--- src/sv/ssp_pkg.sv ---
`default_nettype none

package ssp_pkg;

    // Sizes of the particle store and of the fixed-point fields
    localparam int PARTICLES  = 64;
    localparam int IDX_W      = $clog2(PARTICLES);
    localparam int CNT_W      = $clog2(PARTICLES + 1);
    localparam int POS_W      = 16;
    localparam int RAD_W      = 15;
    localparam int VEL_W      = 32;
    localparam int CFG_W      = 16;
    localparam int K_W        = 24;
    localparam int KOV_W      = K_W + POS_W;
    localparam int U_W        = POS_W + 1;
    localparam int IMP_W      = 25;
    localparam int D2_W       = 2 * POS_W;
    localparam int POS_WORD_W = 3 * POS_W + RAD_W;
    localparam int VEL_WORD_W = 3 * VEL_W;
    localparam int DATA_W     = 72;
    localparam int AXES       = 3;

    // Register indexes of the configuration port
    localparam logic [1:0] CFG_COUNT    = 2'd0;
    localparam logic [1:0] CFG_STRENGTH = 2'd1;
    localparam logic [1:0] CFG_DT       = 2'd2;
    localparam logic [1:0] CFG_DAMP     = 2'd3;

    // Input word kinds
    localparam logic OP_LOAD = 1'b0;
    localparam logic OP_STEP = 1'b1;

    // Axis codes
    localparam logic [1:0] AXIS_X = 2'd0;
    localparam logic [1:0] AXIS_Z = 2'd2;

    // Commands from the controller to the datapath
    typedef struct packed {
        logic [IDX_W-1:0] rd_addr;
        logic [IDX_W-1:0] wr_addr;
        logic [1:0]       axis;
        logic             load;
        logic             latch_i;
        logic             latch_j;
        logic             sq_acc;
        logic             sqrt_start;
        logic             kov_en;
        logic             div_start;
        logic             imp_en;
        logic             kick;
        logic             wr_j;
        logic             wr_i_vel;
        logic             int_latch;
        logic             damp;
        logic             adv;
        logic             emit;
        logic             last;
    } ssp_cmd_t;

    // Status from the datapath to the controller
    typedef struct packed {
        logic [CNT_W-1:0] count;
        logic             skip;
        logic             sqrt_done;
        logic             div_done;
        logic             out_free;
    } ssp_stat_t;

    // Clamp a widened velocity sum to the signed velocity range
    function automatic logic [VEL_W-1:0] sat_vel(input logic [VEL_W+1:0] v);
        logic [VEL_W-1:0] r;
        if (v[VEL_W+1:VEL_W-1] == 3'b000 || v[VEL_W+1:VEL_W-1] == 3'b111)
        begin
            r = v[VEL_W-1:0];
        end
        else if (v[VEL_W+1])
        begin
            r = {1'b1, {(VEL_W-1){1'b0}}};
        end
        else
        begin
            r = {1'b0, {(VEL_W-1){1'b1}}};
        end
        return r;
    endfunction

endpackage

`default_nettype wire

--- src/sv/ssp_ctrl.sv ---
`default_nettype none

module ssp_ctrl import ssp_pkg::*; (
    input  wire logic      clk,
    input  wire logic      rst_n,
    input  wire logic      in_valid,
    input  wire logic      in_opcode,
    output      logic      in_ready,
    input  wire ssp_stat_t stat,
    output      ssp_cmd_t  cmd
);

    typedef enum logic [19:0] {
        ST_IDLE      = 20'h00001,
        ST_RD_I      = 20'h00002,
        ST_LATCH_I   = 20'h00004,
        ST_RD_J      = 20'h00008,
        ST_LATCH_J   = 20'h00010,
        ST_SQ        = 20'h00020,
        ST_CMP       = 20'h00040,
        ST_SQRT      = 20'h00080,
        ST_OV        = 20'h00100,
        ST_DIV_GO    = 20'h00200,
        ST_DIV_WAIT  = 20'h00400,
        ST_IMP       = 20'h00800,
        ST_KICK      = 20'h01000,
        ST_WR_J      = 20'h02000,
        ST_WR_I      = 20'h04000,
        ST_INT_RD    = 20'h08000,
        ST_INT_LATCH = 20'h10000,
        ST_DAMP      = 20'h20000,
        ST_ADV       = 20'h40000,
        ST_INT_WR    = 20'h80000
    } state_t;

    state_t           state_reg, state_next;
    logic [CNT_W-1:0] i_reg, i_next;
    logic [CNT_W-1:0] j_reg, j_next;
    logic [CNT_W-1:0] n_reg, n_next;
    logic [1:0]       axis_reg, axis_next;
    logic [CNT_W-1:0] j_inc;
    logic [CNT_W-1:0] i_inc;
    logic [CNT_W-1:0] i_inc2;

    always_comb
    begin
        j_inc      = j_reg + CNT_W'(1);
        i_inc      = i_reg + CNT_W'(1);
        i_inc2     = i_reg + CNT_W'(2);
        state_next = state_reg;
        i_next     = i_reg;
        j_next     = j_reg;
        n_next     = n_reg;
        axis_next  = axis_reg;
        in_ready   = 1'b0;
        cmd         = '0;
        cmd.axis    = axis_reg;
        cmd.rd_addr = i_reg[IDX_W-1:0];
        cmd.wr_addr = i_reg[IDX_W-1:0];
        case (state_reg)
            ST_IDLE:
            begin
                in_ready = 1'b1;
                if (in_valid)
                begin
                    if (in_opcode == OP_LOAD)
                    begin
                        cmd.load = 1'b1;
                    end
                    else if (stat.count != '0)
                    begin
                        n_next = stat.count;
                        i_next = '0;
                        if (stat.count == CNT_W'(1))
                        begin
                            state_next = ST_INT_RD;
                        end
                        else
                        begin
                            state_next = ST_RD_I;
                        end
                    end
                end
            end
            ST_RD_I:
            begin
                state_next = ST_LATCH_I;
            end
            ST_LATCH_I:
            begin
                cmd.latch_i = 1'b1;
                j_next      = i_inc;
                state_next  = ST_RD_J;
            end
            ST_RD_J:
            begin
                cmd.rd_addr = j_reg[IDX_W-1:0];
                state_next  = ST_LATCH_J;
            end
            ST_LATCH_J:
            begin
                cmd.latch_j = 1'b1;
                axis_next   = AXIS_X;
                state_next  = ST_SQ;
            end
            ST_SQ:
            begin
                cmd.sq_acc = 1'b1;
                if (axis_reg == AXIS_Z)
                begin
                    axis_next  = AXIS_X;
                    state_next = ST_CMP;
                end
                else
                begin
                    axis_next = axis_reg + 2'd1;
                end
            end
            ST_CMP:
            begin
                if (stat.skip)
                begin
                    // Pair does not interact: move to the next partner
                    if (j_inc < n_reg)
                    begin
                        j_next     = j_inc;
                        state_next = ST_RD_J;
                    end
                    else
                    begin
                        state_next = ST_WR_I;
                    end
                end
                else
                begin
                    cmd.sqrt_start = 1'b1;
                    state_next     = ST_SQRT;
                end
            end
            ST_SQRT:
            begin
                if (stat.sqrt_done)
                begin
                    state_next = ST_OV;
                end
            end
            ST_OV:
            begin
                cmd.kov_en = 1'b1;
                axis_next  = AXIS_X;
                state_next = ST_DIV_GO;
            end
            ST_DIV_GO:
            begin
                cmd.div_start = 1'b1;
                state_next    = ST_DIV_WAIT;
            end
            ST_DIV_WAIT:
            begin
                if (stat.div_done)
                begin
                    state_next = ST_IMP;
                end
            end
            ST_IMP:
            begin
                cmd.imp_en = 1'b1;
                state_next = ST_KICK;
            end
            ST_KICK:
            begin
                cmd.kick = 1'b1;
                if (axis_reg == AXIS_Z)
                begin
                    state_next = ST_WR_J;
                end
                else
                begin
                    axis_next  = axis_reg + 2'd1;
                    state_next = ST_DIV_GO;
                end
            end
            ST_WR_J:
            begin
                cmd.wr_j    = 1'b1;
                cmd.wr_addr = j_reg[IDX_W-1:0];
                if (j_inc < n_reg)
                begin
                    j_next     = j_inc;
                    state_next = ST_RD_J;
                end
                else
                begin
                    state_next = ST_WR_I;
                end
            end
            ST_WR_I:
            begin
                cmd.wr_i_vel = 1'b1;
                if (i_inc2 < n_reg)
                begin
                    i_next     = i_inc;
                    state_next = ST_RD_I;
                end
                else
                begin
                    i_next     = '0;
                    state_next = ST_INT_RD;
                end
            end
            ST_INT_RD:
            begin
                state_next = ST_INT_LATCH;
            end
            ST_INT_LATCH:
            begin
                cmd.int_latch = 1'b1;
                axis_next     = AXIS_X;
                state_next    = ST_DAMP;
            end
            ST_DAMP:
            begin
                cmd.damp   = 1'b1;
                state_next = ST_ADV;
            end
            ST_ADV:
            begin
                cmd.adv = 1'b1;
                if (axis_reg == AXIS_Z)
                begin
                    state_next = ST_INT_WR;
                end
                else
                begin
                    axis_next  = axis_reg + 2'd1;
                    state_next = ST_DAMP;
                end
            end
            ST_INT_WR:
            begin
                // Write back and report once the output register is free
                if (stat.out_free)
                begin
                    cmd.emit = 1'b1;
                    cmd.last = (i_inc == n_reg);
                    if (i_inc == n_reg)
                    begin
                        state_next = ST_IDLE;
                    end
                    else
                    begin
                        i_next     = i_inc;
                        state_next = ST_INT_RD;
                    end
                end
            end
            default:
            begin
                state_next = ST_IDLE;
            end
        endcase
    end

    always_ff @(posedge clk or negedge rst_n)
    begin
        if (!rst_n)
        begin
            state_reg <= ST_IDLE;
            i_reg     <= '0;
            j_reg     <= '0;
            n_reg     <= '0;
            axis_reg  <= AXIS_X;
        end
        else
        begin
            state_reg <= state_next;
            i_reg     <= i_next;
            j_reg     <= j_next;
            n_reg     <= n_next;
            axis_reg  <= axis_next;
        end
    end

endmodule

`default_nettype wire

--- config.mk ---
export PLATFORM = sky130hd
export DESIGN_NAME = ssp_ctrl
export DESIGN_NICKNAME = d
export VERILOG_FILES = /design/src/sv/ssp_pkg.sv /design/src/sv/ssp_ctrl.sv
export SDC_FILE = /design/constraint.sdc
export NUM_CORES = 1
export LEC_CHECK = 0
export ABC_AREA = 1
export CAP_MARGIN = 20
export CORE_AREA = 2 2 87 89
export DETAILED_ROUTE_END_ITERATION = 10
export DIE_AREA = 0 0 89 91
export DONT_BUFFER_PORTS = 1
export SKIP_CTS_REPAIR_TIMING = 1
export SYNTH_ARGS = -nofsm -noshare
export SYNTH_HDL_FRONTEND = slang
export SYNTH_SLANG_ARGS = --single-unit
export TNS_END_PERCENT = 20
--- constraint.sdc ---
create_clock -name clk -period 5.5 [get_ports clk]
set_input_delay 0.55 -clock clk [delete_from_list [all_inputs] [get_ports clk]]
set_output_delay 0.55 -clock clk [all_outputs]
set_load 0.1 [all_outputs]
======== Word-level counts from Yosys, hierarchy flattened ========
Index checks and enable logic that the tools add are counted.
storage, ports and cells
  bits in registers ....................... 43
  output and inout bits ................... 31
operators by class
  add/sub/neg operators ................... 4
  order comparisons ....................... 2
  eq/ne operators ......................... 33
  multiplexer cells ....................... 50
  reduce and logical (&&, ||, !) cells .... 11
operator list
  operator              number
  $pmux 20 s20          1
  $mux 20               8
  $mux 7                8
  $mux 16               3
  $pmux 7 s3            2
  $mux 15               2
  $eq 20x1->1 const B   1
  $eq 20x10->1 const B  1
  $eq 20x11->1 const B  1
  $eq 20x12->1 const B  1
  $eq 20x13->1 const B  1
  $eq 20x14->1 const B  1
  $eq 20x15->1 const B  1
  $eq 20x16->1 const B  1
  $eq 20x17->1 const B  1
  $eq 20x18->1 const B  1
  $eq 20x19->1 const B  1
  $eq 20x2->1 const B   1
  $eq 20x20->1 const B  1
  $eq 20x3->1 const B   1
  $eq 20x4->1 const B   1
  $eq 20x5->1 const B   1
  $eq 20x6->1 const B   1
  $eq 20x7->1 const B   1
  23 further kinds      58

======== Logic depth before layout (Yosys ltp) ========
Gate-level depths: netlist (run 1).
  depth after elaboration ................. 6
  mapped depth ............................ 15
  depth with buffers taken out ............ 15

======== Least setup slack after synthesis (run 1) ========
Ideal clock, no wire load.
  path kind ............................... reg-to-output
  start point ............................. reg state_reg[0]
  end point ............................... out cmd[18] in the netlist's numbering
  data arrival time ....................... 3442 ps
  path slack .............................. 1508 ps
  stages on the path, launching flop included .. 8
  path through ............................ dfstp_2 nor2_2 nand2_4 nor2_8 nand2_4 nor2_4 buf_2 o21ai_0
RTL lines
  item                    line             source
  from (decl)             ssp_ctrl.sv:36   state_t state_reg, state_next;
  from (signal assigned)  ssp_ctrl.sv:276  state_reg <= state_next;
  to (decl)               ssp_ctrl.sv:10   output ssp_cmd_t cmd

==> results.toml, run 1 <==
[pwr]
comb_power_share = 0.453
switching_power_mw = 0.555
pwr-share-seq = 0.342
total_power_mw = 1.22
internal_power_mw = 0.665
switching_share = 0.455
vdd_ir_drop_max_uv = 203
leakagePower_nw = 2.10
clkPwrFrac = 0.204
p_per_area_nw_per_um2 = 320

[synthesis]
synthXorXnorAreaFrac = 0.0298
yosysUniqueCellTypes = 37
synth_common_cells = "126 x nand2_1, 85 x inv_1, 42 x dfrtp_1"
synth_async_sr_flop_share = 1.00
synth-simple-area-share = 0.382
synthCells = 500
netlist_area_sq_um = 3520
synth_area_leaders = "dfrtp_1 30%, nand2_1 13%, inv_1 9.1%"
yosysMostFrequentCell = "nand2_1"
yosysSeqAreaShare = 0.306
yosysTopAreaCellShare = 0.298
synth_compound_area_frac = 0.100
synth_top_family_by_area = "simple AND/OR/NAND/NOR gates"
synth.avg_cell_area_sq_um = 7.05
yosys_warnings = 0
yosysTopAreaCell = "dfrtp_1"
synth_nets = 534
synth_edf_count = 0
ys_seq_elements = 43
muxShareOfSynthArea = 0.00639
synth_fa_ha_area_frac = 0.0674
synthFlopType = "dfrtp_1"

[timing]
report.final.slew_viol_count = 0
finalSetupTns_ps = 0
grt_setup_unrepaired = "false"
final-setup-viol-count = 0
finalHoldViolCount = 0
max_slew_margin = 0.237
max_freq_mhz = 297
min_period_ps = 3370
tightest_slew_ps = 1140
finalCritPeriodShare = 0.612
finClkSkew_ps = 10.4

[grt]
grt-ovfl-total = 0
antenna_found_initial = 0
grt_use_met2 = 0.325
grt_pass1_wl_um = 14200
use_met3 = 0.0345
grt.total_usage = 0.222
grt_max_degree = 44
grt.busiest_layer = "met1"
grt_util_met1 = 0.346
grt_pass1_vias = 2902

[job]
max_cap_violations = 0

[placed_design]
place_congestion = 0.901
hpwl_um = 6890
io_buffers = 0

[clock_tree]
cts-root-buf = "clkbuf_8"
clk_path_buf_depth = 2
clk_pin_slew_ps = 90
cts_tree = "built"
numCtsBuffers = 5
insertion_delay_ps = 300
cts.sinks = 43
h-tree-depth = 2

[routing]
wl_per_cell_um = 14.5
vias = 3134
drt_iter0_drc = 209
avgViaCountPerCell = 5.20
drc = 0
first_pass_iters = 4
wirelength_um = 8740
drtAntennaViolNets = 0

[die]
die_y_um = 91
start_util = 0.494
core_area_sq_um = 7140
rows = 31
die_x_um = 89
die-area_sq_um = 8100
ios = 46

[setup_path]
cp_cell_sequence = "ha_1, nand2_2, nor2_4, nand2_2, xor2_1, nand2_1, nand2_1, nor2_2, nand3_2, nor2_2"
critPathCaptureType = "primary output"
timing.rr.start = "j_reg[0]$_DFFE_PN0P_"
crit_type = "register to primary output"
worst_ep_required_time_ps = 4950
cp_max_fo = 7
cpPeakStageDelay_ps = 850
startpoint_type = "register"
r2r-end = "j_reg[4]$_DFFE_PN0P_"
regToRegSetupSlack_ps = 2680
crit_path_top_delay_cell = "nor2_2"
rr_worst_depth = 15
cp.arrival_ps = 2820

[layout]
drive_gt1_frac = 0.155
antenna_cells = 0
largest_reg_flops = 20
nNetsFinal = 537
areaGrowthSynthToFinish_pct = 8.20

[min_path]
hold_class = "primary input to async pin"

[status]
status = "finished clean"
-- power by group through the flow --
stage | clock, mW | combinational, mW | sequential (mW)
after floorplan | 0 | 0.468 | 0.410
after global placement | 0 | 0.538 | 0.421
after detailed placement | 0 | 0.543 | 0.423
after CTS | 0.254 | 0.545 | 0.417
after global routing | 0.264 | 0.619 | 0.424
final | 0.249 | 0.553 | 0.417
-- worst max-delay path, delay by kind of cell (launching register included) --
| kind | cells | cell delay [ps] |
|---|---|---|
| xor+xnor | 1 | 160 |
| flops | 1 | 480 |
| simple gates | 8 | 1590 |
| fa+ha+maj | 1 | 290 |
-- metrics by stage --
stage | area (sq um) | setup WS, ps | cells | hold slack (ps) | util
after detailed placement | 3680 | 2480 | 594 | 256 | 0.516
after CTS | 3790 | 2130 | 602 | -72.2 | 0.531
final | 3810 | 2130 | 603 | 82.5 | 0.534
after global routing | 3810 | 1980 | 603 | 74.9 | 0.534
after global placement | 3680 | 2520 | 594 | 255 | 0.516
after floorplan | 3520 | 1510 | 500 | 254 | -
-- layout make-up --
type	instances	area, sq um
Timing Repair Buffer	2	52.6
Clock buffer	7	76.3
Fill cell	741	3320
Clock inverter	1	30.0
Sequential cell	43	1080
Inverter	88	330
Tap cell	99	124
Multi-Input combinational cell	363	2120
-- logic make-up (layout without fill, tap and decap cells) --
group | count (synthesis) | after routing
adders and majority gates | 19 | 19
xor gates and xnor gates | 12 | 12
DFF | 43 | 43
AOI/OAI and AO/OA | 61 | 61
muxes | 2 | 2
and+or+nand+nor | 269 | 269
buffers and inverters | 94 | 98
-- worst max path at each step --
| stage | from | end | cells after the start |
|---|---|---|---|
| 2_1_floorplan | state_reg[0]$_DFFE_PN1P_ | cmd[18] | 7 |
| 3_3_place_gp | i_reg[0]$_DFFE_PN0P_ | cmd[0] | 11 |
| 3_5_place_dp | i_reg[2]$_DFFE_PN0P_ | cmd[0] | 10 |
| 4_1_cts | i_reg[2]$_DFFE_PN0P_ | cmd[0] | 10 |
| 5_1_grt | i_reg[2]$_DFFE_PN0P_ | cmd[0] | 10 |
| 6_report | i_reg[2]$_DFFE_PN0P_ | cmd[0] | 10 |
-- layout by cell type, fill, tap and decap left out, types with 8 or more instances in the layout --
master / count
nand4_1: 8
ha_1: 19
a21oi_1: 9
nand2_2: 13
nand2_1: 126
inv_1: 85
nor3_1: 12
nor2_1: 36
xor2_1: 11
dfrtp_1: 42
nand3_1: 31
o21ai_2: 18
nor2_2: 11
o21ai_0: 23
-- per-layer routing --
metal  share of wire  vias up
met5               0        -
met4          0.0078        0
met3           0.058        5
met2            0.42       80
met1            0.51     1451
li1                -     1598
Power figures use the tool's default switching activity.
==> run 2, diff against run 1 <==
Settings changed: PLACE_DENSITY set to 0.67.
Clock period 5.5 ns to 2.7 ns, I/O delays scaled along.
==> results.toml, run 2 (same netlist as run 1, synthesis figures left out) <==
[status]
status = "finished clean"

[timing]
finClkSkew_ps = 7.16
tightest_slew_ps = 496
finalWorstSetupSlack_ps = 155
worst_hold_slack_ps = 70.6
grt_setup_unrepaired = "true"
min_period_ps = 2540
finalCritPeriodShare = 0.942
report.final.slew_viol_count = 0
max_slew_margin = 0.669
finalHoldViolCount = 0
max_freq_mhz = 393
final-setup-viol-count = 0

[setup_path]
rr_worst_depth = 14
crit_type = "register to primary output"
cp.arrival_ps = 2270
cp_max_fo = 5
critPathCaptureType = "primary output"
startpoint_type = "register"
worst_ep_required_time_ps = 2430

[grt]
grt-ovfl-total = 0
grt.total_usage = 0.225
grt_pass1_vias = 2938
grt_max_degree = 44
antenna_found_initial = 0
grt_pass1_wl_um = 14300

[clock_tree]
cts_tree = "built"
numCtsBuffers = 5
cts.sinks = 43
clk_pin_slew_ps = 90
clk_path_buf_depth = 2
h-tree-depth = 2
insertion_delay_ps = 300
cts-root-buf = "clkbuf_8"

[min_path]
hold_class = "primary input to register"
min_path_cells = 1

[pwr]
total_power_mw = 2.45
p_per_area_nw_per_um2 = 591
leakagePower_nw = 2.29
vdd_ir_drop_max_uv = 616

[layout]
layoutNonFillerInstCount = 638
antenna_cells = 0
final_common_cell = "nand2_1"
areaGrowthSynthToFinish_pct = 17.5
n_fill_cell = 696
drive_gt1_frac = 0.215
largest_reg_flops = 20
regArea_sq_um = 1080
final_cell_mix = "126 x nand2_1, 85 x inv_1, 40 x dfrtp_1"
nNetsFinal = 572
stdcell_area_sq_um = 4140
multi_input_area_sq_um = 2150

[die]
die_x_um = 89
ios = 46
start_util = 0.494
rows = 31
core_area_sq_um = 7140
die_y_um = 91
die-area_sq_um = 8100

[routing]
avgViaCountPerCell = 5.14
drc = 0
drtAntennaViolNets = 0
drt_iter0_drc = 222
wirelength_um = 8660
wl_per_cell_um = 13.6
vias = 3278
first_pass_iters = 4

[placed_design]
place_congestion = 0.876
dp_cells = 626
placedInstanceArea_sq_um = 3980
pre_cts_ws_ps = 52.2
hpwl_um = 6900
io_buffers = 0

[job]
max_cap_violations = 0
-- run 2: changes by cell type in the layout (fill, tap and decap cells not counted), sizes merged --
| cell | previous run | this run |
|---|---|---|
| dlygate4sd3 | 0 | 1 |
| clkbuf | 8 | 7 |
| clkinvlp | 0 | 1 |
| buf | 1 | 36 |
| bufinv | 1 | 0 |
-- run 2: worst paths after layout --
path                                 startpoint                  endpoint  slack, ps
setup / recovery           i_reg[1]$_DFFE_PN0P_                    cmd[0]        160
hold / removal                          stat[3]  state_reg[7]$_DFFE_PN0P_         70
setup reg to reg           j_reg[1]$_DFFE_PN0P_      j_reg[1]$_DFFE_PN0P_        190
hold reg to reg            j_reg[6]$_DFFE_PN0P_      j_reg[6]$_DFFE_PN0P_        520
max in group asynchronous                 rst_n  state_reg[0]$_DFFE_PN1P_       1960
min in group asynchronous                 rst_n      n_reg[0]$_DFFE_PN0P_        470
-- run 2: through the flow --
step,setup TNS [ps],utilization
2_1_floorplan,-5800,-
3_3_place_gp,0,0.558
3_5_place_dp,0,0.558
4_1_cts,0,0.570
5_1_grt,-23.9,0.580
6_report,0,0.580
-- run 2: cell type report --
cell class / instances / area share
Multi-Input combinational cell: 363 / 0.518
Sequential cell: 43 / 0.261
Timing Repair Buffer: 37 / 0.0915
Inverter: 88 / 0.0797
Tap cell: 99 / 0.0299
Clock buffer: 7 / 0.0184
Clock inverter: 1 / 0.00181
-- run 2: layer usage --
metal	vias up	share of wire	GRT usage
met2	75	0.45	0.333
li1	1669	-	-
met5	-	0	0
met4	0	0.0099	0.0485
met1	1525	0.50	0.344
met3	9	0.050	0.0355
-- run 2: power breakdown --
group | leakage (nW) | switching (mW) | internal, mW
registers | 0.580 | 0.0685 | 0.731
clock network | 0.0385 | 0.230 | 0.184
logic | 1.67 | 0.856 | 0.377
total | 2.29 | 1.16 | 1.29
-- run 2: worst max-delay path, cell delays in order (launching register included) --
cell	delay, ps
dfrtp_1	440
ha_1	270
nand2_2	90
nor2_4	120
nand2_2	80
xor2_1	180
nand2_1	80
nand2_1	60
nor2_2	140
nand3_2	160
nor2_2	140
buf_6	230
==> run 3, diff against run 2 <==
Settings changed: CORE_AREA 2 2 87 89 to 2 2 97 99, DIE_AREA 0 0 89 91 to 0 0 99 101, PLACE_DENSITY 0.67 to unset, SETUP_SLACK_MARGIN set to 0.4.
==> results.toml, run 3 (same netlist as run 1, synthesis figures left out) <==
[grt]
grt.total_usage = 0.183
grt_max_degree = 44
grt_pass1_vias = 3087
grt_pass1_wl_um = 14800
grt-ovfl-total = 0
antenna_found_initial = 0

[timing]
grt_setup_unrepaired = "true"
finalCritPeriodShare = 0.933
tightest_slew_ps = 697
finalWorstSetupSlack_ps = 182
finalHoldViolCount = 0
max_slew_margin = 0.533
finClkSkew_ps = 8.43
final-setup-viol-count = 0
max_freq_mhz = 397
min_period_ps = 2520
report.final.slew_viol_count = 0

[pwr]
pwr-share-seq = 0.314
switching_power_mw = 1.20
comb_power_share = 0.505
clkPwrFrac = 0.181
vdd_ir_drop_max_uv = 472
leakagePower_nw = 2.36
p_per_area_nw_per_um2 = 575
internal_power_mw = 1.34
switching_share = 0.472

[setup_path]
critical_path_buf_inv_count = 1
cp_max_fo = 8
cp_top_family = "simple AND/OR/NAND/NOR gates"
cpPeakStageDelay_ps = 430
startpoint_type = "register"
critPathCaptureType = "register"
cp.arrival_ps = 2690
crit_type = "register to register"
regToRegSetupSlack_ps = 180
worst_ep_required_time_ps = 2870
crit_path_top_delay_cell = "dfrtp_1"
cp_cell_sequence = "ha_2, nand3_2, nor2_1, nand2_1, xor2_1, inv_1, ha_4, nand2_4, or2_4, nand2_4, a21oi_4, nand3_2, nand3_4, nand2_1, o21ai_0"

[job]
max_cap_violations = 0

[layout]
largest_reg_flops = 20
regArea_sq_um = 1080
fin_util = 0.493
antenna_cells = 0
final_common_cell = "nand2_1"
final_cell_mix = "122 x nand2_1, 82 x inv_1, 40 x buf_4"
n_fill_cell = 866
areaGrowthSynthToFinish_pct = 25.5
multi_input_area_sq_um = 2300
drive_gt1_frac = 0.270
nNetsFinal = 584

[placed_design]
place_congestion = 0.897
pre_cts_ws_ps = 68.7
hpwl_um = 7040
io_buffers = 0

[clock_tree]
clk_path_buf_depth = 2
cts-root-buf = "clkbuf_8"
cts.sinks = 43
numCtsBuffers = 5
h-tree-depth = 2
insertion_delay_ps = 300
cts_tree = "built"
clk_pin_slew_ps = 90

[die]
die_x_um = 99
ios = 46
start_util = 0.393
core_area_sq_um = 8980
die-area_sq_um = 10000
rows = 35
die_y_um = 101

[status]
status = "finished clean"

[routing]
avgViaCountPerCell = 5.01
drt_iter0_drc = 198
vias = 3316
drtAntennaViolNets = 0
drc = 0
first_pass_iters = 4
wirelength_um = 9190
wl_per_cell_um = 13.9

[min_path]
hold_class = "primary input to register"
## run 3: area by class of cell
class	count	area share
repair buffers	49	0.108
multi-input cells	363	0.520
clock inverters	1	0.00198
inverters	88	0.0747
well taps	111	0.0314
flip-flops and latches	43	0.245
clock buffers	7	0.0195
## run 3: metal layers
| metal | vias to the layer above | wire [um] | global-route usage |
|---|---|---|---|
| met5 | - | 0 | 0 |
| met4 | 0 | 62 | 0.0316 |
| met3 | 5 | 369 | 0.0243 |
| met2 | 67 | 4240 | 0.301 |
| met1 | 1561 | 4520 | 0.260 |
| li1 | 1683 | - | - |
## run 3: worst paths after layout
path	from	end	cells after the start
setup / recovery	j_reg[1]$_DFFE_PN0P_	j_reg[0]$_DFFE_PN0P_	15
hold / removal	stat[3]	state_reg[7]$_DFFE_PN0P_	1
setup reg to reg	j_reg[1]$_DFFE_PN0P_	j_reg[0]$_DFFE_PN0P_	15
hold reg to reg	j_reg[6]$_DFFE_PN0P_	j_reg[6]$_DFFE_PN0P_	2
max in group asynchronous	rst_n	state_reg[0]$_DFFE_PN1P_	2
min in group asynchronous	rst_n	i_reg[2]$_DFFE_PN0P_	2
## run 3: worst register-to-register path, delay by kind of cell (launching register included)
family | cells | cell delay [ps]
simple gates | 9 | 1020
fa+ha+maj | 2 | 540
flops | 1 | 430
xor+xnor | 1 | 160
compound gates | 2 | 140
buf+inv | 1 | 110
## run 3: power by group through the flow
stage,sequential (mW),clock [mW],combinational (mW)
final,0.800,0.459,1.29
after global routing,0.811,0.490,1.43
after CTS,0.798,0.466,1.20
after global placement,0.807,0,1.17
after detailed placement,0.811,0,1.19
after floorplan,0.836,0,0.957
## run 3: stage by stage
stage	hold WS [ps]	power (mW)	instance area, sq um	cells	TNS (ps)
CTS	-355	2.46	4100	646	-31.1
detailed placement	-24.0	2.00	4010	638	0
global route	62.2	2.73	4420	662	0
floorplan	-25.6	1.79	3580	500	0
global placement	-23.6	1.98	4010	638	0
finish	64.6	2.54	4420	662	0
